--- src/hdl/sle_pkg.sv ---
// Package for the serial line editor: byte codes, result kinds, state and
// source encodings, and the command/status structs between control and datapath.
// No dependencies.
package sle_pkg;

  // Default line store depth, in characters
  localparam int DefLineCapacity = 32;

  // Received byte codes
  localparam logic [7:0] ChrCr      = 8'd13;
  localparam logic [7:0] ChrLf      = 8'd10;
  localparam logic [7:0] ChrDel     = 8'd127;
  localparam logic [7:0] ChrBracket = 8'd91;
  localparam logic [7:0] ChrPrintLo = 8'd32;
  localparam logic [7:0] ChrPrintHi = 8'd126;

  // Result kinds
  localparam logic [1:0] KindEcho = 2'd0;
  localparam logic [1:0] KindChar = 2'd1;
  localparam logic [1:0] KindEnd  = 2'd2;

  // Controller states
  typedef enum logic [2:0] {
    ST_IDLE,
    ST_DECODE,
    ST_ECHO,
    ST_CR_ECHO,
    ST_LF_ECHO,
    ST_CHAR,
    ST_END
  } sle_state_t;

  // Source of the byte loaded into the output register
  typedef enum logic [2:0] {
    SRC_RX,
    SRC_CR,
    SRC_LF,
    SRC_MEM,
    SRC_ZERO
  } sle_src_t;

  // Commands from controller to datapath
  typedef struct packed {
    logic     accept;    // latch rx byte
    logic     skip_set;
    logic     skip_clr;
    logic     store;     // store rx byte if there is room
    logic     del;       // step the fill count back
    logic     line_clr;  // empty the line
    logic     rd_start;  // point the read index at the first character
    logic     rd_step;   // advance the read index
    logic     out_load;  // load a result into the output register
    sle_src_t out_src;
    logic     out_last;
  } sle_cmd_t;

  // Status from datapath to controller
  typedef struct packed {
    logic skip;       // skip pending
    logic is_cr;
    logic is_del;
    logic is_bracket;
    logic is_print;
    logic out_free;   // output register can take a beat this cycle
    logic rd_done;    // read index at the end of the line
    logic rd_final;   // read index on the last character of the line
  } sle_status_t;

endpackage

--- src/hdl/serial_line_editor.sv ---
// Top level of the serial line editor: controller plus datapath.
// Depends on sle_pkg, sle_ctrl and sle_dp.
//
//  channel | direction | handshake           | payload
//  rx      | in        | rx_valid / rx_stall | rx_byte
//  out     | out       | out_valid/out_stall | out_kind, out_byte, out_last
//
// A dropped or ignored byte only goes through decode, an echoed byte also the echo
// state, and a carriage return the CR and LF echoes, the stored characters and the
// line end, the controller stepping the line store one read per unstalled cycle.
// One result beat sits in the output register; a new byte is taken while it waits.
// Reset (rst, synchronous) empties the line and clears the skip flag; the
// store itself is not cleared. A stall on the output holds the dump in place.
module serial_line_editor
  import sle_pkg::*;
#(
  parameter int LINE_CAPACITY = DefLineCapacity
) (
  input  logic       clk,
  input  logic       rst,
  input  logic       rx_valid,
  output logic       rx_stall,
  input  logic [7:0] rx_byte,
  output logic       out_valid,
  input  logic       out_stall,
  output logic [1:0] out_kind,
  output logic [7:0] out_byte,
  output logic       out_last
);

  sle_cmd_t    cmd;
  sle_status_t status;

  sle_ctrl u_ctrl (
    .clk      (clk),
    .rst      (rst),
    .rx_valid (rx_valid),
    .rx_stall (rx_stall),
    .status   (status),
    .cmd      (cmd)
  );

  sle_dp #(
    .LINE_CAPACITY (LINE_CAPACITY)
  ) u_dp (
    .clk       (clk),
    .rst       (rst),
    .rx_byte   (rx_byte),
    .cmd       (cmd),
    .status    (status),
    .out_valid (out_valid),
    .out_stall (out_stall),
    .out_kind  (out_kind),
    .out_byte  (out_byte),
    .out_last  (out_last)
  );

endmodule

--- src/hdl/sle_ctrl.sv ---
// Controller of the serial line editor: sequences decode, echoes and the
// line dump. Depends on sle_pkg.
module sle_ctrl
  import sle_pkg::*;
(
  input  logic        clk,
  input  logic        rst,
  input  logic        rx_valid,
  output logic        rx_stall,
  input  sle_status_t status,
  output sle_cmd_t    cmd
);

  sle_state_t state, state_next;

  // State register
  always_ff @(posedge clk) begin
    if (rst) begin
      state <= ST_IDLE;
    end else begin
      state <= state_next;
    end
  end

  // Next state
  always_comb begin
    state_next = state;
    unique case (state)
      ST_IDLE: begin
        if (rx_valid) state_next = ST_DECODE;
      end
      ST_DECODE: begin
        if (status.skip)            state_next = ST_IDLE;
        else if (status.is_cr)      state_next = ST_CR_ECHO;
        else if (status.is_del)     state_next = ST_ECHO;
        else if (status.is_bracket) state_next = ST_IDLE;
        else if (status.is_print)   state_next = ST_ECHO;
        else                        state_next = ST_IDLE;
      end
      ST_ECHO: begin
        if (status.out_free) state_next = ST_IDLE;
      end
      ST_CR_ECHO: begin
        if (status.out_free) state_next = ST_LF_ECHO;
      end
      ST_LF_ECHO: begin
        if (status.out_free) state_next = status.rd_done ? ST_END : ST_CHAR;
      end
      ST_CHAR: begin
        if (status.out_free && status.rd_final) state_next = ST_END;
      end
      ST_END: begin
        if (status.out_free) state_next = ST_IDLE;
      end
      default: state_next = ST_IDLE;
    endcase
  end

  // Outputs
  always_comb begin
    cmd      = '0;
    cmd.out_src = SRC_RX;
    rx_stall = 1'b1;
    unique case (state)
      ST_IDLE: begin
        rx_stall   = 1'b0;
        cmd.accept = rx_valid;
      end
      ST_DECODE: begin
        if (status.skip)            cmd.skip_clr = 1'b1;
        else if (status.is_cr)      cmd.rd_start = 1'b1;
        else if (status.is_del)     cmd.del      = 1'b1;
        else if (status.is_bracket) cmd.skip_set = 1'b1;
        else if (status.is_print)   cmd.store    = 1'b1;
      end
      ST_ECHO: begin
        cmd.out_load = status.out_free;
        cmd.out_src  = SRC_RX;
        cmd.out_last = 1'b1;
      end
      ST_CR_ECHO: begin
        cmd.out_load = status.out_free;
        cmd.out_src  = SRC_CR;
      end
      ST_LF_ECHO: begin
        cmd.out_load = status.out_free;
        cmd.out_src  = SRC_LF;
      end
      ST_CHAR: begin
        cmd.out_load = status.out_free;
        cmd.rd_step  = status.out_free;
        cmd.out_src  = SRC_MEM;
      end
      ST_END: begin
        cmd.out_load = status.out_free;
        cmd.line_clr = status.out_free;
        cmd.out_src  = SRC_ZERO;
        cmd.out_last = 1'b1;
      end
      default: ;
    endcase
  end

endmodule

--- src/hdl/sle_dp.sv ---
// Datapath of the serial line editor: byte register, line store, fill count,
// skip flag, read index and output register. Depends on sle_pkg.
module sle_dp
  import sle_pkg::*;
#(
  parameter int LINE_CAPACITY = DefLineCapacity
) (
  input  logic        clk,
  input  logic        rst,
  input  logic [7:0]  rx_byte,
  input  sle_cmd_t    cmd,
  output sle_status_t status,
  output logic        out_valid,
  input  logic        out_stall,
  output logic [1:0]  out_kind,
  output logic [7:0]  out_byte,
  output logic        out_last
);

  localparam int CNT_W = $clog2(LINE_CAPACITY + 1);
  localparam int IDX_W = (LINE_CAPACITY > 1) ? $clog2(LINE_CAPACITY) : 1;
  localparam logic [CNT_W-1:0] CAP = CNT_W'(LINE_CAPACITY);

  logic [7:0]       rx_reg;
  logic [7:0]       line_mem [LINE_CAPACITY];
  logic [7:0]       rd_data;
  logic [CNT_W-1:0] fill_count, fill_count_next;
  logic [CNT_W-1:0] rd_idx, rd_idx_next;
  logic [IDX_W-1:0] rd_addr;
  logic             skip, skip_next;
  logic             room;
  logic             out_free;
  logic [7:0]       load_byte;
  logic [1:0]       load_kind;

  // Received byte
  always_ff @(posedge clk) begin
    if (cmd.accept) rx_reg <= rx_byte;
  end

  // Byte classes
  assign room = fill_count < CAP;
  always_comb begin
    status.skip       = skip;
    status.is_cr      = rx_reg == ChrCr;
    status.is_del     = rx_reg == ChrDel;
    status.is_bracket = rx_reg == ChrBracket;
    status.is_print   = (rx_reg >= ChrPrintLo) && (rx_reg <= ChrPrintHi);
    status.out_free   = out_free;
    status.rd_done    = rd_idx == fill_count;
    status.rd_final   = (rd_idx + 1'b1) == fill_count;
  end

  // Fill count and skip flag
  always_comb begin
    fill_count_next = fill_count;
    if (cmd.line_clr) fill_count_next = '0;
    else if (cmd.del && fill_count != '0) fill_count_next = fill_count - 1'b1;
    else if (cmd.store && room) fill_count_next = fill_count + 1'b1;
    skip_next = skip;
    if (cmd.skip_set) skip_next = 1'b1;
    else if (cmd.skip_clr) skip_next = 1'b0;
  end

  always_ff @(posedge clk) begin
    if (rst) begin
      fill_count <= '0;
      skip       <= 1'b0;
      rd_idx     <= '0;
    end else begin
      fill_count <= fill_count_next;
      skip       <= skip_next;
      rd_idx     <= rd_idx_next;
    end
  end

  // Read index; the store is read at rd_idx_next so the registered rd_data matches rd_idx
  always_comb begin
    rd_idx_next = rd_idx;
    if (cmd.rd_start) rd_idx_next = '0;
    else if (cmd.rd_step) rd_idx_next = rd_idx + 1'b1;
    rd_addr = (rd_idx_next < CAP) ? rd_idx_next[IDX_W-1:0] : '0;
  end

  // Line store
  always_ff @(posedge clk) begin
    if (cmd.store && room) line_mem[fill_count[IDX_W-1:0]] <= rx_reg;
    rd_data <= line_mem[rd_addr];
  end

  // Result source select
  always_comb begin
    unique case (cmd.out_src)
      SRC_RX:   begin load_byte = rx_reg;  load_kind = KindEcho; end
      SRC_CR:   begin load_byte = ChrCr;   load_kind = KindEcho; end
      SRC_LF:   begin load_byte = ChrLf;   load_kind = KindEcho; end
      SRC_MEM:  begin load_byte = rd_data; load_kind = KindChar; end
      SRC_ZERO: begin load_byte = '0;      load_kind = KindEnd;  end
      default:  begin load_byte = '0;      load_kind = KindEnd;  end
    endcase
  end

  // Output register
  assign out_free = !out_valid || !out_stall;

  always_ff @(posedge clk) begin
    if (rst) begin
      out_valid <= 1'b0;
    end else if (cmd.out_load) begin
      out_valid <= 1'b1;
    end else if (!out_stall) begin
      out_valid <= 1'b0;
    end
  end

  always_ff @(posedge clk) begin
    if (cmd.out_load) begin
      out_kind <= load_kind;
      out_byte <= load_byte;
      out_last <= cmd.out_last;
    end
  end

endmodule

--- config.mk ---
export PLATFORM = sky130hd
export DESIGN_NAME = serial_line_editor
export DESIGN_NICKNAME = d
export VERILOG_FILES = /design/src/hdl/sle_pkg.sv /design/src/hdl/serial_line_editor.sv /design/src/hdl/sle_ctrl.sv /design/src/hdl/sle_dp.sv
export SDC_FILE = /design/constraint.sdc
export NUM_CORES = 1
export LEC_CHECK = 0
export BUFFER_PORTS_ARGS = -buffer_cell sky130_fd_sc_hd__buf_4
export CORE_UTILIZATION = 40
export CTS_BUF_LIST = sky130_fd_sc_hd__clkbuf_16
export DETAILED_ROUTE_END_ITERATION = 10
export MAX_ROUTING_LAYER = met4
export PLACE_DENSITY = 0.6
export SYNTH_ARGS = -nofsm -noshare
export SYNTH_HDL_FRONTEND = slang
export SYNTH_HIERARCHICAL = 1
export SYNTH_SLANG_ARGS = --single-unit
--- constraint.sdc ---
create_clock -name clk -period 4.72 [get_ports clk]
set_input_delay 0.236 -clock clk [delete_from_list [all_inputs] [get_ports clk]]
set_output_delay 0.236 -clock clk [all_outputs]
set_load 0.03 [all_outputs]
==> impl_metrics.env <==
export IMPL_place_congestion=0.805
export IMPL_cp_max_fo=52
export IMPL_synth_area_leader_cell="edfxtp_1"
export IMPL_fin_crit_ps=4050
export IMPL_nets=1050
export IMPL_grt_overflow=0
export IMPL_path_clk_slew_ps=60
export IMPL_ir_drop_mv=0.302
export IMPL_drv_slew=0
export IMPL_power_density_mw_per_mm2=388
export IMPL_r2r_start="u_ctrl/state[1]"
export IMPL_area_growth_pct=13.6
export IMPL_drt_iter0_drc=847
export IMPL_dr_total_vias=8045
export IMPL_syn_cell_area_sq_mm=0.0127
export IMPL_max_freq_ghz=0.247
export IMPL_grt_pass1_wl_um=47200
export IMPL_die_height_um=180
export IMPL_grt_pass1_vias=7848
export IMPL_yosys_register_bits=300
export IMPL_grt_max_degree=67
export IMPL_ys_seq_area_frac=0.689
export IMPL_dr_pass1_iters=5
export IMPL_hold_viol_final=0
export IMPL_maxSlewHeadroom=0.226
export IMPL_place_port_buffers=24
export IMPL_min_delay_path_class="in2reg"
export IMPL_cp_end_kind="flip-flop"
export IMPL_power_internal_w=0.00445
export IMPL_io_pins=25
export IMPL_initial_utilization=0.411
export IMPL_fp_dieW_um=180
export IMPL_finalWirelength_um=30800
export IMPL_core_area_sq_mm=0.0309
export IMPL_final_cell_area_sq_mm=0.0144
export IMPL_holdCritStartpoint="rst"
export IMPL_synth_edf_count=275
export IMPL_leakage_nw=5.24
export IMPL_placed_cells=1383
export IMPL_fin_crit_sh=0.857
export IMPL_cts_buffers=34
export IMPL_syn_avg_cell_area_sq_um=12.6
export IMPL_worst_pin_slew_ps=1160
export IMPL_cts_htree_levels=2
export IMPL_tns_ps=0
export IMPL_switching_share=0.206
export IMPL_status="finished clean"
export IMPL_antenna_found_initial=0
export IMPL_fillers=2737
export IMPL_hold_depth=2
export IMPL_hpwl_um=18200
export IMPL_seqPwrFrac=0.527
export IMPL_cts_sinks=300
export IMPL_cts_buffer_depth=3
export IMPL_finalSetupViolCount=0
export IMPL_r2r_end="u_dp/rd_data[3]"
export IMPL_tritoncts="built"
export IMPL_cp_required_ps=5110
export IMPL_clock_latency_ps=500
export IMPL_start_kind="input port"
export IMPL_r2r_cells=10
export IMPL_cts_resized=0
export IMPL_hold_buffers=9
export IMPL_ys_flop_type="edfxtp_1"
export IMPL_die_area_sq_mm=0.0325
export IMPL_drc_errors=0
export IMPL_synth_nets=1025
export IMPL_yosys_area_top_type_share=0.649
export IMPL_vias_per_cell=5.54
export IMPL_p_switching_w=0.00116
export IMPL_cp_arrival_ps=4430
export IMPL_cap_viol_max_count=0
export IMPL_pwr_share_comb=0.034
export IMPL_final_cells=1452
export IMPL_reg2reg_slack_ps=690
export IMPL_postPlaceCellArea_sq_mm=0.0133
export IMPL_synth_warnings=6
export IMPL_rows=64
export IMPL_path_class="in2reg"
export IMPL_synth_distinct_cells=56
export IMPL_clockPowerShare=0.439
export IMPL_syn_inst=1007
export IMPL_async_flop_share=0
export IMPL_largest_register_ffs=256
export IMPL_fin_skew_ps=13.5
export IMPL_insertedDiodeCount=0
export IMPL_cts_root_buffer_cell="clkbuf_16"
export IMPL_track_usage=0.197
export IMPL_hold_end="u_dp/out_valid"
export IMPL_wl_per_cell_um=21.2
export IMPL_grt_setup_unrepaired="false"
export IMPL_cts_setup_buffers=0
export IMPL_yosys_top_cells_area="edfxtp_1 (65%), nor3_1 (5.7%), mux2i_1 (5.4%)"
export IMPL_drt_antenna_violating_nets=0
export IMPL_drive_gt1_frac=0.106
==> cell type report <==
class,count,area (sq um),area share
clock inverters,23,131,0.00909
clock buffers,37,926,0.0641
well taps,396,495,0.0343
repair buffers,53,458,0.0317
multi-input cells,631,3630,0.251
inverters,12,45.0,0.00312
flip-flops and latches,300,8760,0.606
==> power by group through the flow <==
| stage | clock (W) | sequential (W) | combinational, W |
|---|---|---|---|
| finish | 0.00246 | 0.00296 | 0.000193 |
| global route | 0.00262 | 0.00296 | 0.000209 |
| CTS | 0.00251 | 0.00296 | 0.000194 |
| detailed placement | 0 | 0.00301 | 0.000187 |
| global placement | 0 | 0.00301 | 0.000185 |
| floorplan | 0 | 0.00303 | 0.0000772 |
==> worst max-delay path by stage <==
stage | startpoint | to | slack (ps) | depth (start not counted)
2_1_floorplan | u_dp/out_valid | u_dp/rd_data[6] | 1730 | 13
3_3_place_gp | out_stall | u_dp/rd_data[3] | 830 | 12
3_5_place_dp | u_ctrl/state[2] | u_dp/rd_data[3] | 750 | 10
4_1_cts | out_stall | u_dp/rd_data[3] | 730 | 13
5_1_grt | out_stall | u_dp/rd_data[3] | 330 | 13
6_report | out_stall | u_dp/rd_data[3] | 670 | 13
==> layer usage <==
layer,share of wire,track usage,up-vias
met1,0.45,0.262,3983
met4,0.027,0.0691,0
met5,0,-,-
met3,0.054,0.0317,56
met2,0.47,0.307,252
li1,-,-,3754
==> worst max-delay path, cell delays in order <==
cell and delay, ps:
dlygate4sd3_1 540, buf_4 140, nand2_1 230, nand2_1 90, nor2_1 410, nand4_4 240
nor3_2 410, or4_2 980, buf_4 370, nand2_1 70, nand3_1 130, nand4_1 230
mux2_2 330
==> metrics by stage <==
stage                     hold slack, ps  utilization  power, W  setup WS (ps)
after floorplan                      308            -   0.00311           1730
after global placement               415        0.430   0.00320            827
after detailed placement             415        0.430   0.00320            750
after CTS                           50.4        0.467   0.00566            728
after global routing                59.4        0.467   0.00578            327
final                               64.1        0.467   0.00561            674
==> synthesized netlist by cell type, drive strengths merged, types with 3 or more instances <==
cell and n:
or3 4, mux2 8, and3 3, nand4 19, xor2 6, nand3b 4
nand2 83, dfxtp 25, nor3 147, buf 25, inv 12, a22oi 5
nor4 3, or2 3, ha 5, nand3 42, mux2i 68, nor2 133
xnor2 15, nor2b 4, clkbuf 39, a21oi 12, and2 4, o21ai 39
edfxtp 275
==> cell usage in the layout, fill, tap and decap left out, types with 11 or more instances in the layout <==
cell and count:
dfxtp_1 24, nor2_1 132, edfxtp_1 275, mux2i_1 68, a21oi_1 12, inv_1 17, clkbuf_16 37, nand3_1 42
xnor2_1 15, nand2_1 83, o21ai_1 11, clkinv_1 11, nand4_1 18, buf_4 41, nor3_1 146, o21ai_0 28
==> logic make-up after synthesis <==
family,synth area share
compound gates,0.0334
xor+xnor,0.0145
fa+ha+maj,0.00649
buf+inv,0.0270
flops,0.689
mux,0.0606
simple gates,0.169
Note: power is estimated with default switching activity, not from simulation.
